<file path="src/rtl/core/assert_macros.svh">
// Assertion helpers shared by the RTL.
// Both macros take a label, the clock, the reset, a trigger and a check.
`ifndef ASSERT_MACROS_SVH
`define ASSERT_MACROS_SVH
`ifndef SYNTH
`define ASSERT_IMPLIES(label, clk, rst, trig, chk) \
  label: assert property (@(posedge clk) disable iff (rst) (trig) |-> (chk)) \
    else $error("assertion failed");
`define ASSERT_NEXT(label, clk, rst, trig, chk) \
  label: assert property (@(posedge clk) disable iff (rst) (trig) |=> (chk)) \
    else $error("assertion failed");
`else
`define ASSERT_IMPLIES(label, clk, rst, trig, chk)
`define ASSERT_NEXT(label, clk, rst, trig, chk)
`endif
`endif

</file>
<file path="src/rtl/core/mfsl_pkg.sv">
package mfsl_pkg;

  // Default width of the stream position counter
  localparam int OFFSET_WIDTH_DEF = 32;

  // Parser phases
  typedef enum logic [2:0] {
    PH_FIRST     = 3'd0,
    PH_ID3_HDR   = 3'd1,
    PH_ID3_SKIP  = 3'd2,
    PH_AFTER_ID3 = 3'd3,
    PH_AID_HDR   = 3'd4,
    PH_AID_SKIP  = 3'd5,
    PH_SEARCH    = 3'd6,
    PH_DONE      = 3'd7
  } phase_t;

  // Result status codes
  localparam logic [1:0] ST_FOUND   = 2'd0;
  localparam logic [1:0] ST_TAG_END = 2'd1;
  localparam logic [1:0] ST_NO_SYNC = 2'd2;

  // Tag signatures
  localparam logic [23:0] ID3_MAGIC = 24'h494433;
  localparam logic [31:0] AID_MAGIC = 32'h41494401;

  // Registered input beat handed to the parser
  typedef struct packed {
    logic       valid;
    logic [7:0] data;
    logic       eos;
  } step_t;

endpackage

</file>
<file path="src/rtl/core/mfsl_in_if.sv">
interface mfsl_in_if;
  logic       valid;
  logic       ready;
  logic [7:0] data_byte;
  logic       end_of_stream;

  modport source (output valid, data_byte, end_of_stream, input ready);
  modport sink (input valid, data_byte, end_of_stream, output ready);
endinterface

</file>
<file path="src/rtl/core/mfsl_out_if.sv">
interface mfsl_out_if;
  logic        valid;
  logic        ready;
  logic [1:0]  status;
  logic [31:0] frame_offset;
  logic [31:0] header_word;

  modport source (output valid, status, frame_offset, header_word, input ready);
  modport sink (input valid, status, frame_offset, header_word, output ready);
endinterface

</file>
<file path="src/rtl/core/mfsl_hdr_check.sv">
module mfsl_hdr_check
  import mfsl_pkg::*;
(
  input  logic [31:0] word,
  output logic        ok
);

  // Forbidden channel modes per bitrate index for MPEG-1 layer II
  localparam logic [3:0] MODE_FORBID [16] = '{
    4'd0, 4'd7, 4'd7, 4'd7, 4'd0, 4'd7, 4'd0, 4'd0,
    4'd0, 4'd0, 4'd0, 4'd8, 4'd8, 4'd8, 4'd8, 4'd8
  };

  logic [7:0] b0, b1, b2, b3;
  logic [3:0] forbid;
  logic       mode_bad;

  assign b0 = word[31:24];
  assign b1 = word[23:16];
  assign b2 = word[15:8];
  assign b3 = word[7:0];

  // Check the bitrate/mode combination
  assign forbid   = MODE_FORBID[b2[7:4]];
  assign mode_bad = (b1[4:3] == 2'b11) && (b1[2:1] == 2'b10) && forbid[b3[7:6]];

  // Apply every header field rule
  assign ok = (b0 == 8'hFF) &&
              (b1[7:5] == 3'b111) &&
              (b1[4:3] != 2'b01) &&
              (b1[2:1] != 2'b00) &&
              (b2[7:4] != 4'hF) &&
              (b2[3:2] != 2'b11) &&
              !mode_bad &&
              (b3[1:0] != 2'b10);

endmodule

</file>
<file path="src/rtl/core/mfsl_parser.sv">
`include "assert_macros.svh"

module mfsl_parser
  import mfsl_pkg::*;
#(
  parameter int OFFSET_WIDTH = OFFSET_WIDTH_DEF
) (
  input  logic              clk,
  input  logic              rst,
  input  step_t             cur,
  output logic              take,
  mfsl_out_if.source        result
);

  phase_t                   phase, phase_next;
  logic [31:0]              window, window_next;
  logic [2:0]               gather_count, gather_count_next;
  logic [27:0]              skip_remaining, skip_remaining_next;
  logic [OFFSET_WIDTH-1:0]  byte_position;
  logic [OFFSET_WIDTH-1:0]  offset;
  logic [OFFSET_WIDTH+31:0] offset_ext;
  logic [2:0]               gc_inc;
  logic [27:0]              skip_dec;
  logic [27:0]              id3_len, aid_len;
  logic                     hdr_ok, found, emit, restart;
  logic [1:0]               status_next;
  logic                     in_skip;

  logic                     out_valid;
  logic [1:0]               out_status;
  logic [31:0]              out_offset;
  logic [31:0]              out_header;

  // Advance when the result register can take whatever this beat yields
  assign take = cur.valid && (!out_valid || result.ready);

  mfsl_hdr_check u_hdr (
    .word (window_next),
    .ok   (hdr_ok)
  );

  // Shift in the new byte and count it
  always_comb begin
    window_next = (phase != PH_DONE) ? {window[23:0], cur.data} : window;
    gc_inc      = (phase != PH_DONE && gather_count < 3'd6) ? gather_count + 3'd1
                                                            : gather_count;
  end

  assign id3_len  = {window_next[30:24], window_next[22:16], window_next[14:8],
                     window_next[6:0]};
  assign aid_len  = {12'd0, window_next[7:0], window_next[15:8]};
  assign skip_dec = (skip_remaining != 28'd0) ? skip_remaining - 28'd1 : skip_remaining;

  // Offset of the first header byte, kept to 32 bits
  assign offset     = byte_position - OFFSET_WIDTH'(3);
  assign offset_ext = {32'd0, offset};

  // Phase sequencing and result selection
  always_comb begin
    phase_next          = phase;
    gather_count_next   = gc_inc;
    skip_remaining_next = skip_remaining;
    found               = 1'b0;
    unique case (phase)
      PH_FIRST, PH_AFTER_ID3: begin
        if (gc_inc >= 3'd4) begin
          priority if (phase == PH_FIRST && window_next[31:8] == ID3_MAGIC) begin
            phase_next        = PH_ID3_HDR;
            gather_count_next = 3'd0;
          end else if (window_next == AID_MAGIC) begin
            phase_next        = PH_AID_HDR;
            gather_count_next = 3'd0;
          end else if (hdr_ok) begin
            found = 1'b1;
          end else begin
            phase_next = PH_SEARCH;
          end
        end
      end
      PH_ID3_HDR: begin
        if (gc_inc >= 3'd6) begin
          gather_count_next   = 3'd0;
          skip_remaining_next = id3_len;
          phase_next          = (id3_len == 28'd0) ? PH_AFTER_ID3 : PH_ID3_SKIP;
        end
      end
      PH_AID_HDR: begin
        if (gc_inc >= 3'd2) begin
          gather_count_next   = 3'd0;
          skip_remaining_next = aid_len;
          phase_next          = (aid_len == 28'd0) ? PH_SEARCH : PH_AID_SKIP;
        end
      end
      PH_ID3_SKIP, PH_AID_SKIP: begin
        skip_remaining_next = skip_dec;
        if (skip_dec == 28'd0) begin
          gather_count_next = 3'd0;
          phase_next        = (phase == PH_ID3_SKIP) ? PH_AFTER_ID3 : PH_SEARCH;
        end
      end
      PH_SEARCH: begin
        if (gc_inc > 3'd4) gather_count_next = 3'd4;
        found = (gc_inc >= 3'd4) && hdr_ok;
      end
      PH_DONE: begin
      end
      default: begin
      end
    endcase

    if (found && !cur.eos) phase_next = PH_DONE;

    // A marked last byte reports unless the header was already reported
    emit    = found || (cur.eos && phase != PH_DONE);
    restart = cur.eos;
    priority if (found) begin
      status_next = ST_FOUND;
    end else if (phase == PH_ID3_HDR || phase == PH_ID3_SKIP || phase == PH_AID_HDR ||
                 phase == PH_AID_SKIP || phase_next == PH_ID3_HDR ||
                 phase_next == PH_ID3_SKIP || phase_next == PH_AID_HDR ||
                 phase_next == PH_AID_SKIP) begin
      status_next = ST_TAG_END;
    end else begin
      status_next = ST_NO_SYNC;
    end
  end

  // Parser state
  always_ff @(posedge clk) begin
    if (rst) begin
      phase          <= PH_FIRST;
      window         <= 32'd0;
      gather_count   <= 3'd0;
      skip_remaining <= 28'd0;
      byte_position  <= '0;
    end else if (take) begin
      if (restart) begin
        phase          <= PH_FIRST;
        window         <= 32'd0;
        gather_count   <= 3'd0;
        skip_remaining <= 28'd0;
        byte_position  <= '0;
      end else begin
        phase          <= phase_next;
        window         <= window_next;
        gather_count   <= gather_count_next;
        skip_remaining <= skip_remaining_next;
        byte_position  <= byte_position + OFFSET_WIDTH'(1);
      end
    end
  end

  // Result register: hold until the beat is taken
  always_ff @(posedge clk) begin
    if (rst) begin
      out_valid <= 1'b0;
    end else if (take && emit) begin
      out_valid <= 1'b1;
    end else if (result.ready) begin
      out_valid <= 1'b0;
    end
  end

  always_ff @(posedge clk) begin
    if (take && emit) begin
      out_status <= status_next;
      out_offset <= found ? offset_ext[31:0] : 32'd0;
      out_header <= found ? window_next : 32'd0;
    end
  end

  assign result.valid        = out_valid;
  assign result.status       = out_status;
  assign result.frame_offset = out_offset;
  assign result.header_word  = out_header;

  assign in_skip = (phase == PH_ID3_SKIP) || (phase == PH_AID_SKIP);

  `ASSERT_IMPLIES(a_gather_sat, clk, rst, 1'b1, gather_count <= 3'd6)
  `ASSERT_IMPLIES(a_skip_live, clk, rst, in_skip, skip_remaining != 28'd0)
  `ASSERT_NEXT(a_eos_restart, clk, rst, take && cur.eos, phase == PH_FIRST && byte_position == '0)
  `ASSERT_NEXT(a_found_result, clk, rst, take && found, out_valid && out_status == ST_FOUND)
  `ASSERT_NEXT(a_done_hold, clk, rst, take && phase == PH_DONE && !cur.eos, phase == PH_DONE)

endmodule

</file>
<file path="src/rtl/core/mp3_frame_start_locator.sv">
// A byte passes the input register and then the result register before its result can be taken.
// Throughput: one byte per cycle; a held result beat stalls the input until it is taken.
// The header check and phase update fit between the input and the result register.
// Reset (rst, synchronous, active high) clears the parser to gathering the first bytes
// at offset zero and empties both registers.
module mp3_frame_start_locator
  import mfsl_pkg::*;
#(
  parameter int OFFSET_WIDTH = OFFSET_WIDTH_DEF
) (
  input logic        clk,
  input logic        rst,
  mfsl_in_if.sink    stream,
  mfsl_out_if.source result
);

  step_t cur;
  logic  take;

  // Input register: refill when empty or whenever the held byte moves on
  assign stream.ready = !cur.valid || take;

  always_ff @(posedge clk) begin
    if (rst) begin
      cur.valid <= 1'b0;
    end else if (stream.ready) begin
      cur.valid <= stream.valid;
    end
    if (stream.ready && stream.valid) begin
      cur.data <= stream.data_byte;
      cur.eos  <= stream.end_of_stream;
    end
  end

  mfsl_parser #(
    .OFFSET_WIDTH (OFFSET_WIDTH)
  ) u_parser (
    .clk    (clk),
    .rst    (rst),
    .cur    (cur),
    .take   (take),
    .result (result)
  );

endmodule
</file>
<file path="src/flat_wrapper.sv">
// flat-port wrapper written by rule: the top's interface ports become plain ports
module mp3_frame_start_locator_flat import mfsl_pkg::*;
#(
  parameter int OFFSET_WIDTH = OFFSET_WIDTH_DEF
)
  (clk, rst, stream_valid, stream_data_byte, stream_end_of_stream, stream_ready, result_valid, result_status, result_frame_offset, result_header_word, result_ready);
  mfsl_in_if stream_i ();
  mfsl_out_if result_i ();
  input logic clk;
  input logic rst;
  input wire logic [$bits(stream_i.valid)-1:0] stream_valid;
  input wire logic [$bits(stream_i.data_byte)-1:0] stream_data_byte;
  input wire logic [$bits(stream_i.end_of_stream)-1:0] stream_end_of_stream;
  output wire logic [$bits(stream_i.ready)-1:0] stream_ready;
  output wire logic [$bits(result_i.valid)-1:0] result_valid;
  output wire logic [$bits(result_i.status)-1:0] result_status;
  output wire logic [$bits(result_i.frame_offset)-1:0] result_frame_offset;
  output wire logic [$bits(result_i.header_word)-1:0] result_header_word;
  input wire logic [$bits(result_i.ready)-1:0] result_ready;
  assign stream_i.valid = stream_valid;
  assign stream_i.data_byte = stream_data_byte;
  assign stream_i.end_of_stream = stream_end_of_stream;
  assign stream_ready = stream_i.ready;
  assign result_valid = result_i.valid;
  assign result_status = result_i.status;
  assign result_frame_offset = result_i.frame_offset;
  assign result_header_word = result_i.header_word;
  assign result_i.ready = result_ready;
  mp3_frame_start_locator #(.OFFSET_WIDTH(OFFSET_WIDTH)) u_core (.clk(clk), .rst(rst), .stream(stream_i), .result(result_i));
endmodule
</file>
<file path="config.mk">
export PLATFORM = sky130hd
export DESIGN_NAME = mp3_frame_start_locator_flat
export DESIGN_NICKNAME = d
export VERILOG_FILES = /design/src/rtl/core/mfsl_pkg.sv /design/src/rtl/core/mfsl_in_if.sv /design/src/rtl/core/mfsl_out_if.sv /design/src/rtl/core/mfsl_hdr_check.sv /design/src/rtl/core/mfsl_parser.sv /design/src/rtl/core/mp3_frame_start_locator.sv /design/src/flat_wrapper.sv
export VERILOG_INCLUDE_DIRS = /design/src /design/src/rtl/core
export SDC_FILE = /design/constraint.sdc
export NUM_CORES = 1
export LEC_CHECK = 0
export BUFFER_PORTS_ARGS = -buffer_cell sky130_fd_sc_hd__buf_2
export CAP_MARGIN = 10
export CORE_UTILIZATION = 35
export DETAILED_ROUTE_END_ITERATION = 6
export GPL_ROUTABILITY_DRIVEN = 1
export PLACE_DENSITY = 0.51
export RECOVER_POWER = 100
export SLEW_MARGIN = 20
export SYNTH_ARGS = -nofsm -noshare
export SYNTH_HDL_FRONTEND = slang
export SYNTH_SLANG_ARGS = --single-unit
export TNS_END_PERCENT = 30
</file>
<file path="constraint.sdc">
create_clock -name clk -period 5.3 [get_ports clk]
set_input_delay 0.53 -clock clk [delete_from_list [all_inputs] [get_ports clk]]
set_output_delay 0.53 -clock clk [all_outputs]
set_load 0.02 [all_outputs]
</file>
Yosys cells after proc, flatten, opt, wreduce, memory -nomap -nowiden
Memory sizes are Yosys's and may differ from the RTL's. Index checks and enable logic that the tools add are counted.

Input port bits: 13. Register bits after elaboration: 175. Bits in read-only memories: 64. Memories kept: 1. Output and inout bits: 68.

Bitwise logic cells: 1. Magnitude comparators: 7. Add/sub/neg operators: 4. Mux-type cells: 43. Eq/ne operators: 23. Reduce and logical (&&, ||, !) cells: 42.

Memories: (name not given) (words 16, bits a word 4, read ports 1, clocked after Yosys merged registers in 0, write ports 0, RTL line mfsl_hdr_check.sv:24) `assign forbid = MODE_FORBID[b2[7:4]];`.

Operators by type and width (number): $mux W28 (4); $mux W32 (3); $logic_not A28 Y1 (3); $pmux W28 S3 (1); $mux W3 (19); $add A32 B1 Y32 const B (1); $eq A32 B31 Y1 const B (1); $sub A32 B2 Y32 const B (1); $reduce_bool A28 Y1 (1); $sub A28 B1 Y28 const B (1); $eq A24 B23 Y1 const B (1); $eq A3 B3 Y1 const B (6); $logic_and A1 B1 Y1 (17); $pmux W3 S5 (1); $pmux W3 S4 (1); $logic_or A1 B1 Y1 (10); $eq A3 B2 Y1 const B (3); $eq A8 B8 Y1 const B (1); $mux W1 (8); $mux W4 (2); $eq A3 B1 Y1 const B (2); $ge A3 B3 Y1 const B (2); $ne A3 B2 Y1 const B (2); $ge A5 B5 Y1 const B (1); 20 further kinds (28).

Logic depth before layout (Yosys ltp)
Gate-level depths: netlist (run 1).

Depth in word-level cells: 25. Mapped depth: 13.

Hierarchy
Synthesis (run 1) repeated with hierarchy kept, for this count alone.

Cell total of the unflattened synthesis: 1199. Area total of the unflattened synthesis: 10332.4 um^2.

Modules (own cells, without submodules): mfsl_parser (area each 9892.0 um^2, seq. area each 3963.8 um^2, cells an instance 1166, times used 1); mp3_frame_start_locator (area each 325.3 um^2, seq. area each 290.3 um^2, cells an instance 14, times used 1); mfsl_hdr_check (area each 115.1 um^2, seq. area each 0.0 um^2, cells an instance 19, times used 1).

Least setup slack after synthesis (run 1)
OpenSTA, ideal clock, no wires.

Path kind: flip-flop to flip-flop. From: register u_core.u_parser.phase[1]. To: register u_core.u_parser.out_offset[0] (netlist: u_core.u_parser.result.frame_offset[0]), enable pin. Path buffers: 3. Stages on the path, launching flop included: 10. Path slack: -0.408 ns. Data required time: 4.787 ns. Library setup time: 0.513 ns. Arrival: 5.194 ns. Cells stage by stage: dfxtp_1 > clkbuf_1 > and3_1 > clkbuf_1 > clkbuf_1 > nor4_1 > o22ai_1 > o2111ai_1 > a211o_1 > a21oi_1.

Word-level cells in the longest chain between the ends: 19. Elaborated cells between the ends (all ways): 46. Classes of those cells: 1 x order compare; 13 x eq/ne; 11 x mux; 1 x bitwise; 19 x reduce/logical; 1 x memory.

RTL lines: from (decl) (RTL line mfsl_parser.sv:15) `phase_t phase, phase_next;`; from (signal assigned) (RTL line mfsl_parser.sv:144) `phase <= phase_next;`; $ne A3 B3 Y1 (RTL line mfsl_parser.sv:44, mfsl_parser.sv:45, mfsl_parser.sv:114); $mux W32 (RTL line mfsl_parser.sv:44) `window_next = (phase != PH_DONE) ? {window[23:0], cur.data} : window;`; $not A4 Y5 (implied by the code) (RTL line mfsl_hdr_check.sv:24); $mem_v2 Z16 W4; $mux W4 (implied by the code) (2 in a row) (RTL line mfsl_hdr_check.sv:24); $bmux W1 S2 (RTL line mfsl_hdr_check.sv:25) `assign mode_bad = (b1[4:3] == 2'b11) && (b1[2:1] == 2'b10) && forbid[b3[7:6]];`; $mux W1 (implied by the code) (RTL line mfsl_hdr_check.sv:25); $logic_and A1 B1 Y1 (RTL line mfsl_hdr_check.sv:25); (+2 left out); $logic_and A1 B1 Y1 (RTL line mfsl_hdr_check.sv:34) `!mode_bad &&`; $mux W1 (RTL line mfsl_parser.sv:73) `end else if (hdr_ok) begin`; $mux W1 (RTL line mfsl_parser.sv:70) `end else if (window_next == AID_MAGIC) begin`; $mux W1 (RTL line mfsl_parser.sv:67) `priority if (phase == PH_FIRST && window_next[31:8] == ID3_MAGIC) begin`; $mux W1 (RTL line mfsl_parser.sv:66) `if (gc_inc >= 3'd4) begin`; $pmux W1 S2 (RTL line mfsl_parser.sv:64) `unique case (phase)`; $logic_or A1 B1 Y1 * (RTL line mfsl_parser.sv:114) `emit = found || (cur.eos && phase != PH_DONE);`; $logic_and A1 B1 Y1 * (RTL line mfsl_parser.sv:165) `if (take && emit) begin`; to (signal assigned) (RTL line mfsl_parser.sv:167) `out_offset <= found ? offset_ext[31:0] : 32'd0;`; to (decl) (RTL line mfsl_parser.sv:31) `logic [31:0] out_offset;`.

Every way passes the cells marked *; elsewhere a longest branch is shown, timed or not. The select of a mux whose other input is x is not followed. A chain may end at the register's enable or synchronous reset.

Worst setup path in the final report (run 1)
From: register u_core.u_parser.skip_remaining[0]. To: register u_core.u_parser.out_status[0] (netlist: u_core.u_parser.result.status[0]), data pin.

Word-level cells in the longest chain between the ends: 12. Elaborated cells between the ends (all ways): 16. Classes of those cells: 1 x add/sub; 4 x eq/ne; 5 x mux; 6 x reduce/logical.

RTL lines: from (decl) (RTL line mfsl_parser.sv:18) `logic [27:0] skip_remaining, skip_remaining_next;`; from (signal assigned) (RTL line mfsl_parser.sv:147) `skip_remaining <= skip_remaining_next;`; $sub A28 B1 Y28 / $reduce_bool A28 Y1 (equally long branches) (RTL line mfsl_parser.sv:52) `assign skip_dec = (skip_remaining != 28'd0) ? skip_remaining - 28'd1 : skip_remaining;`; $mux W28 * (RTL line mfsl_parser.sv:52); $logic_not A28 Y1 * (RTL line mfsl_parser.sv:96) `if (skip_dec == 28'd0) begin`; $mux W3 * (RTL line mfsl_parser.sv:96); $pmux W3 S4 * (RTL line mfsl_parser.sv:64); $mux W3 * (RTL line mfsl_parser.sv:111) `if (found && !cur.eos) phase_next = PH_DONE;`; $eq A3 B1 Y1 (RTL line mfsl_parser.sv:119) `phase == PH_AID_SKIP || phase_next == PH_ID3_HDR ||`; $logic_or A1 B1 Y1 (2 in a row) (RTL line mfsl_parser.sv:119); $logic_or A1 B1 Y1 (RTL line mfsl_parser.sv:120) `phase_next == PH_ID3_SKIP || phase_next == PH_AID_HDR ||`; $logic_or A1 B1 Y1 * (RTL line mfsl_parser.sv:120); $mux W2 * (RTL line mfsl_parser.sv:118) `end else if (phase == PH_ID3_HDR || phase == PH_ID3_SKIP || phase == PH_AID_HDR ||`; to (signal assigned) (RTL line mfsl_parser.sv:166) `out_status <= status_next;`; to (decl) (RTL line mfsl_parser.sv:30) `logic [1:0] out_status;`.

Every way passes the cells marked *; elsewhere a longest branch is shown, timed or not.

==> results of run 1 <==
## power by group
group,internal (W),switching (W)
clock,0.000699,0.000570
sequential,0.00141,0.0000283
combinational,0.0000562,0.000119
total,0.00217,0.000717
## registers in the layout, summed over array words and instances (netlist names)
signal,flops
u_core.u_parser.gather_count,3
u_core.u_parser.window,32
u_core.u_parser.skip_remaining,28
u_core.u_parser.result.frame_offset,32
u_core.u_parser.phase,3
u_core.u_parser.result.valid,1
u_core.u_parser.result.header_word,32
u_core.cur,10
u_core.u_parser.result.status,2
u_core.u_parser.byte_position,32
## cell families after synthesis
| group | count (synthesis) | share of synthesized area, % |
|---|---|---|
| simple gates | 499 | 24.5 |
| compound gates | 301 | 20.6 |
| flops | 175 | 42.1 |
| buf+inv | 139 | 5.36 |
| xor+xnor | 56 | 4.85 |
| mux | 23 | 2.33 |
| fa+ha+maj | 3 | 0.371 |
## routing by layer
layer | track usage [%] | vias to the layer above | share of wire [%]
met5 | 0 | - | 0
met4 | 7.04 | 0 | 1.7
met3 | 3.25 | 38 | 6.4
met2 | 31.9 | 352 | 44
met1 | 31.8 | 4524 | 48
li1 | - | 4434 | -
## worst paths after layout
| check | start | end | slack [ns] | depth (start not counted) |
|---|---|---|---|---|
| worst max register to register | u_core.u_parser.skip_remaining[0] | u_core.u_parser.result.status[0] | 0.93 | 11 |
| worst min register to register | u_core.u_parser.byte_position[31] | u_core.u_parser.byte_position[31] | 0.50 | 2 |
| worst min-delay path | stream_data_byte[1] | u_core.cur[2] | 0.27 | 1 |
| worst max-delay path | u_core.u_parser.skip_remaining[0] | u_core.u_parser.result.status[0] | 0.93 | 11 |
## area by class of cell
| class | instances | area (um2) |
|---|---|---|
| Fill cell | 2950 | 16900 |
| Multi-Input combinational cell | 882 | 5320 |
| Sequential cell | 175 | 4250 |
| Tap cell | 378 | 473 |
| Clock buffer | 20 | 437 |
| Timing Repair Buffer | 96 | 437 |
| Clock inverter | 12 | 133 |
| Inverter | 35 | 131 |
## critical path: stages (launching register included)
cell and delay (ns):
dfxtp_1 0.37, inv_1 0.13, ha_1 0.22, nor4b_1 0.86, nand4_1 0.41, a2111oi_0 0.58, xnor2_1 0.31, nand3_1 0.14
nor4_1 0.26, nand4_1 0.28, o21ai_0 0.41, o21ai_1 0.13
## placed cells by master (no fill, tap or decap), types with 14 or more instances in the layout
cell	count
a22oi_1	42
dfxtp_1	100
mux2i_1	19
o21ai_0	44
xor2_1	24
nor2_1	163
a222oi_1	14
o2bb2ai_1	14
nor3_1	31
nand3_1	31
xnor2_1	32
a21oi_1	75
clkbuf_16	17
inv_1	32
or3_1	28
edfxtp_1	75
nor4_1	22
clkbuf_1	74
nand2_1	123
nand4_1	25
## cell usage after synthesis (all sizes together) (8+ instances only)
cell	count	area [um2]
a21oi	76	380
or2	8	50.1
or4	13	101
or3	29	186
xor2	24	210
dfxtp	100	2000
nand4b	8	70.1
o211ai	8	60.1
nand2	123	462
clkbuf	90	339
a222oi	14	140
nor3	32	160
nand3	31	155
o2bb2ai	14	123
nor2	163	612
a31oi	9	62.6
o21ai	49	245
o31ai	11	92.6
nor4	27	224
mux2i	19	190
xnor2	32	280
inv	33	124
nand4	25	156
buf	14	71.3
edfxtp	75	2250
a22oi	42	315
a211oi	10	75.1
## stage by stage
| stage | std cells | util, % | cell area [um2] | total power (W) |
|---|---|---|---|---|
| 6_report | 1598 | 39.8 | 11200 | 0.00289 |
| 5_1_grt | 1598 | 39.8 | 11200 | 0.00297 |
| 4_1_cts | 1598 | 40.3 | 11300 | 0.00291 |
| 3_5_place_dp | 1566 | 38.2 | 10700 | 0.00165 |
| 3_3_place_gp | 1566 | 38.2 | 10700 | 0.00165 |
| 2_1_floorplan | 1196 | - | 10100 | 0.00158 |
==> results_dict.tcl, run 1 <==
set metrics [dict create \
    vias 9348 \
    syn_inst 1196 \
    setup_viol 0 \
    die_width_um 172 \
    synth_area_per_cell_um2 8.46 \
    synthFlopType "dfxtp_1" \
    fin_ws_ns 0.929 \
    startpoint_type "register" \
    grt_setup_unrepaired "no" \
    maxCapViolCount 1 \
    tightestPinTransition_ns 3.36 \
    wirelength_um 31600 \
    fin_crit_sh_pct 82.5 \
    nets 1223 \
    preCtsSetupSlack_ns 1.41 \
    yosysSeqAreaShare_pct 42.1 \
    clock_skew_ns 0.0115 \
    cts-root-buf "clkbuf_16" \
    start_util_pct 36.0 \
    grt_pass1_vias 8501 \
    ctsHtreeMaxLevel 4 \
    antenna_found_initial 0 \
    yosys_register_bits 175 \
    gp_congestion 0.894 \
    routed_via_density 5.85 \
    antenna_cells 0 \
    clk_pin_slew_ns 0.08 \
    slew_violations 70 \
    endpoint_kind "register" \
    overflow 0 \
    leakagePower_nw 3.96 \
    cp_data_required_time_ns 5.47 \
    ant_nets 0 \
    route.detailed.drc 0 \
    synth_edf_count 75 \
    min_path_type "input port to register" \
    synth-async-reset-ratio_pct 0 \
    critPathKind "register to register" \
    area_delta_synth_final_pct 10.6 \
    io_buffers 80 \
    synth_fp_nets 1212 \
    cts_tree "done" \
    vdd_drop_max_mv 0.224 \
    grt_max_degree 70 \
    hpwl_um 21200 \
    first_pass_iters 5 \
    crit_fanout 7 \
    die_area_um2 29600 \
    post-route-min-period_ns 4.37 \
    drt_iter0_drc 1186 \
    cts_resized 0 \
    syn_area_um2 10100 \
    cp.arrival_ns 4.55 \
    fmax_mhz 229 \
    drive_gt1_share_pct 7.05 \
    holdWs_ns 0.271 \
    numCtsBuffers 17 \
    wl_per_cell_um 19.8 \
    cts_buffer_depth 2 \
    rows 61 \
    track_usage_pct 21.6 \
    yosysUniqueCellTypes 76 \
    power_density_nw_per_um2 258 \
    clock_latency_ns 0.44 \
    finalHoldViolCount 0 \
    io_pins 81 \
    yosysWarnings 0 \
    post_cts_buffers 0 \
    die_height_um 172 \
    relSlewSlack_pct -124 \
    tns_ns 0 \
    grt_pass1_wl_um 49800 \
    violations "max-capacitance violations, max-slew violations" \
    cts_hold_buf 0 \
    status "finished, violations left" \
    core_region_area_um2 28100 \
    cts_sinks 175 \
]
Power figures use the tool's default switching activity.
==> run 2, diff against run 1 <==
Clock period 5.3 ns to 3.7 ns, I/O delays scaled along.
==> results_dict.tcl, run 2 (synthesized netlist as in run 1, its figures left out) <==
set metrics [dict create \
    core_region_area_um2 28100 \
    vdd_drop_max_mv 0.310 \
    nets 1267 \
    fin_crit_sh_pct 94.4 \
    clock_skew_ns 0.0200 \
    nFillCells 2893 \
    wl_per_cell_um 19.6 \
    place_inst 1607 \
    maxCapViolCount 2 \
    cts_buffer_depth 2 \
    ant_nets 0 \
    startpoint_type "register" \
    routed_via_density 5.76 \
    crit_family "compound AO/OA/AOI/OAI gates" \
    clk_pin_slew_ns 0.08 \
    hpwl_um 22400 \
    p_total_w 0.00414 \
    worstPathCellList "buf_4 > nand3_1 > clkbuf_1 > a22oi_1 > nand2_1 > a22oi_1 > o21ai_0 > o21ai_2 > clkbuf_1 > a31oi_1 > o32ai_1" \
    critPathKind "register to register" \
    post-route-min-period_ns 3.49 \
    holdWs_ns 0.110 \
    violations "max-capacitance violations, max-slew violations" \
    tns_ns 0 \
    start_util_pct 36.0 \
    cp_data_required_time_ns 4.02 \
    overflow 0 \
    antenna_cells 0 \
    numCtsBuffers 17 \
    cts_sinks 175 \
    clock_latency_ns 0.44 \
    grt_setup_unrepaired "no" \
    setup_viol 0 \
    finalHoldViolCount 0 \
    vias 9465 \
    status "finished, violations left" \
    ctsHtreeMaxLevel 4 \
    die_height_um 172 \
    max_stage_delay_ns 0.53 \
    die_width_um 172 \
    layout_common_cells "nor2_1, nand2_1, dfxtp_1, clkbuf_1" \
    layoutNonFillerInstCount 1642 \
    relSlewSlack_pct -17.0 \
    track_usage_pct 22.0 \
    cts_hold_buf 0 \
    grt_pass1_wl_um 50100 \
    rows 61 \
    wirelength_um 32200 \
    leakagePower_nw 4.17 \
    power_density_nw_per_um2 359 \
    cts-root-buf "clkbuf_16" \
    io_buffers 80 \
    tightestPinTransition_ns 1.75 \
    route.detailed.drc 0 \
    fmax_mhz 286 \
    crit_fanout 14 \
    grt_max_degree 69 \
    gp_congestion 0.973 \
    cpMaxStageDelayCell "clkbuf_1" \
    die_area_um2 29600 \
    endpoint_kind "register" \
    drt_iter0_drc 937 \
    slew_violations 106 \
    drive_gt1_share_pct 10.0 \
    area_delta_synth_final_pct 14.0 \
    grt_pass1_vias 8546 \
    cts_tree "done" \
    io_pins 81 \
    final_common_cell "nor2_1" \
    first_pass_iters 6 \
    cp.arrival_ns 3.81 \
    min_path_type "input port to register" \
    worst-path-buf-inv 3 \
    antenna_found_initial 0 \
]
## run 2: cell types whose count changed in the layout (fill, tap and decap cells not counted), moves of 3 or more
cell      previous run  this run
buf_4               12        46
clkbuf_1            74        78
clkinv_2             4         0
clkinv_8             0         4
clkinv_4             0         3
## run 2: routing by layer
layer  wire length [um]  global-route usage (%)
met1              15800                    32.3
met2              14100                    33.2
met3               1720                    3.11
met4                572                    6.04
met5                  0                       0
## run 2: layout make-up
type / count / area (um2) / area share [%]
Clock buffer: 18 / 429 / 3.72
Clock inverter: 14 / 151 / 1.31
Inverter: 35 / 131 / 1.14
Multi-Input combinational cell: 882 / 5340 / 46.3
Sequential cell: 175 / 4250 / 36.9
Tap cell: 378 / 473 / 4.10
Timing Repair Buffer: 140 / 749 / 6.50
## run 2: final timing paths
path | from | slack, ns | depth (start not counted) | endpoint
setup / recovery | u_core.u_parser.phase[1] | 0.21 | 11 | u_core.u_parser.skip_remaining[0]
hold / removal | stream_data_byte[3] | 0.11 | 1 | u_core.cur[4]
setup reg to reg | u_core.u_parser.phase[1] | 0.21 | 11 | u_core.u_parser.skip_remaining[0]
hold reg to reg | u_core.u_parser.byte_position[31] | 0.50 | 2 | u_core.u_parser.byte_position[31]
## run 2: worst register-to-register path, cell delays in order, from the launching register on
cell	delay, ns
dfxtp_1	0.35
buf_4	0.22
nand3_1	0.10
clkbuf_1	0.30
a22oi_1	0.50
nand2_1	0.20
a22oi_1	0.26
o21ai_0	0.15
o21ai_2	0.38
clkbuf_1	0.53
a31oi_1	0.12
o32ai_1	0.27
## run 2: where the power goes
part / switching (W) / leakage (nW) / internal [W]
sequential: 0.0000325 / 1.63 / 0.00202
clock: 0.000905 / 0.278 / 0.000900
combinational: 0.000184 / 2.27 / 0.0000974
## run 2: repair_timing
action,CTS,global route
resized for setup,0,3
endpoints found under the setup margin,0,4
buffers inserted,0,3
## run 2: stage by stage
stage                     setup slack [ns]  utilization, %  area, um2
after floorplan                      0.188               -      10100
after global placement               0.120            39.4      11100
after detailed placement            0.0491            39.4      11100
after CTS                           0.0210            41.4      11600
after global routing                0.0459            41.1      11500
final                                0.206            41.1      11500
==> run 3, diff against run 2 <==
Settings changed: ABC_AREA from default to 1.
==> results_dict.tcl, run 3 <==
set metrics [dict create \
    status "finished, violations left" \
    violations "max-capacitance violations, max-slew violations" \
    nets 1486 \
    cts_resized 0 \
    cts-root-buf "clkbuf_16" \
    clock_latency_ns 0.45 \
    die_width_um 172 \
    yosys.area.top_type "edfxtp_1" \
    io_pins 81 \
    numCtsBuffers 17 \
    die_height_um 172 \
    synthFlopType "dfxtp_1" \
    cts_hold_buf 0 \
    nFillCells 3003 \
    power_density_nw_per_um2 373 \
    worstHoldStart "stream_data_byte[5]" \
    crit_path_start "u_core.u_parser.phase[2]" \
    combPwrFrac_pct 7.4 \
    drive_gt1_share_pct 9.17 \
    io_buffers 80 \
    cts_buffer_depth 2 \
    synth_area_per_cell_um2 7.20 \
    endpoint_kind "register" \
    core_region_area_um2 28100 \
    synth_edf_count 75 \
    layout_common_cells "nand2_1, nor2_1, inv_1, a21oi_1, dfxtp_1" \
    overflow 0 \
    routed_via_density 5.01 \
    clk_pin_slew_ns 0.09 \
    clock_skew_ns 0.0193 \
    ctsHtreeMaxLevel 4 \
    yosysWarnings 0 \
    rr_worst_depth 13 \
    timing.rr.start "u_core.u_parser.phase[2]" \
    cp_data_required_time_ns 4.03 \
    start_util_pct 36.0 \
    post-route-min-period_ns 3.41 \
    slew_violations 70 \
    relSlewSlack_pct -6.14 \
    route.detailed.drc 0 \
    grt_pass1_vias 8585 \
    cp.arrival_ns 3.73 \
    synth.cells.most_frequent "nand2_1, nor2_1, inv_1, a21oi_1, dfxtp_1" \
    hpwl_um 22400 \
    yosysSeqAreaShare_pct 42.1 \
    grt_pass1_wl_um 47800 \
    synth_fp_nets 1418 \
    fin_area_um2 11300 \
    internal_power_w 0.00304 \
    min_delay_path_depth 1 \
    setup_viol 0 \
    p_sw_w 0.00119 \
    cts_tree "done" \
    syn_inst 1402 \
    grt_max_degree 70 \
    dpl_cell_area_um2 10900 \
    switching_share_pct 28.2 \
    startpoint_type "register" \
    first_pass_iters 5 \
    vdd_drop_max_mv 0.333 \
    final_common_cell "nand2_1" \
    post_cts_buffers 0 \
    fmax_mhz 294 \
    netlist.area_leader.share_pct 22.3 \
    gp_congestion 0.933 \
    yosys.cell_count.top_type "nand2_1" \
    leakagePower_nw 4.78 \
    tns_ns 0 \
    netlist_top_cells_area "edfxtp_1, dfxtp_1, nand2_1" \
    tightestPinTransition_ns 1.59 \
    ant_nets 0 \
    wl_per_cell_um 16.2 \
    yosys_register_bits 175 \
    rows 61 \
    synth-async-reset-ratio_pct 0 \
    track_usage_pct 21.1 \
    pwr-share-seq_pct 48.1 \
    fin_crit_sh_pct 92.0 \
    crit_fanout 26 \
    area_delta_synth_final_pct 12.3 \
    drt_iter0_drc 875 \
    critPathKind "register to register" \
    p_clk_share_pct 44.5 \
    antenna_cells 0 \
    syn_area_um2 10100 \
    maxCapViolCount 1 \
    finalHoldViolCount 0 \
    die_area_um2 29500 \
    antenna_found_initial 0 \
    min_path_type "input port to register" \
    yosysUniqueCellTypes 47 \
    cts_sinks 175 \
    wirelength_um 30200 \
    vias 9330 \
    grt_setup_unrepaired "no" \
]
[run 3: cell types whose count changed in the layout (fill, tap and decap cells not counted), sizes merged, moves of 19 or more]
cell   delta
o21ai    +39
mux2i    -19
or3      -29
inv     +121
a21oi    +33
nand2   +248
buf      -31
nand3    +34
o22ai    +20
nor2     +62
a22oi    -41
xnor2    -23
[run 3: kinds of logic (layout without fill, tap and decap cells)]
kind of cell | Yosys count | in the layout | synth area share [%]
AO/OA/AOI/OAI | 247 | 247 | 14.2
XOR/XNOR | 35 | 35 | 3.11
adder cells (fa/ha/maj) | 3 | 3 | 0.372
buffers and inverters | 207 | 288 | 8.87
flip-flops | 175 | 175 | 42.1
AND/OR/NAND/NOR | 735 | 735 | 31.3
[run 3: final cells by class]
class	instances	area (um2)	area share (%)
repair buffers	100	477	4.20
inverters	156	588	5.18
well taps	378	473	4.17
clock inverters	15	205	1.81
multi-input cells	1020	4920	43.4
clock buffers	17	425	3.75
flip-flops and latches	175	4250	37.5
[run 3: path summary, 6_finish.rpt]
check | to | slack [ns]
worst max-delay path | u_core.u_parser.skip_remaining[11] | 0.29
worst min-delay path | u_core.cur[6] | 0.09
worst min register to register | u_core.u_parser.window[27] | 0.47
worst max register to register | u_core.u_parser.skip_remaining[11] | 0.29
[run 3: metrics by stage]
step / utilization [%] / std cells / power [W] / setup slack [ns] / hold slack, ns
after floorplan: - / 1402 / 0.00230 / 0.439 / 0.445
after detailed placement: 38.7 / 1829 / 0.00239 / 0.380 / 0.459
after global placement: 38.7 / 1829 / 0.00240 / 0.390 / 0.455
after CTS: 40.9 / 1861 / 0.00427 / 0.381 / 0.0740
after global routing: 40.4 / 1861 / 0.00438 / 0.0305 / 0.0774
final: 40.4 / 1861 / 0.00423 / 0.295 / 0.0861
[run 3: power by group through the flow]
| stage | combinational, W | sequential (W) | clock (W) |
|---|---|---|---|
| after floorplan | 0.000219 | 0.00208 | 0 |
| after global placement | 0.000317 | 0.00208 | 0 |
| after detailed placement | 0.000314 | 0.00208 | 0 |
| after CTS | 0.000316 | 0.00204 | 0.00192 |
| after global routing | 0.000349 | 0.00204 | 0.00199 |
| final | 0.000313 | 0.00204 | 0.00188 |
[run 3: critical path, stage by stage (launching register included)]
cell and delay, ns:
dfxtp_1 0.52, nand2_4 0.14, inv_4 0.11, nand2_4 0.20
nand2_1 0.23, nor2_4 0.05, xor2_2 0.37, nand2_2 0.13
o21ai_2 0.22, nor3_1 0.09, a21oi_2 0.68, inv_1 0.26
o21ai_0 0.24, a21oi_1 0.06
[run 3: layer usage]
metal | track usage (%) | vias up | wire, um | share of wire (%)
met5 | 0 | - | 0 | 0
met4 | 6.50 | 0 | 526 | 1.7
met3 | 3.41 | 36 | 2160 | 7.1
met2 | 31.2 | 336 | 12800 | 42
met1 | 31.0 | 4234 | 14700 | 49
li1 | - | 4724 | - | -
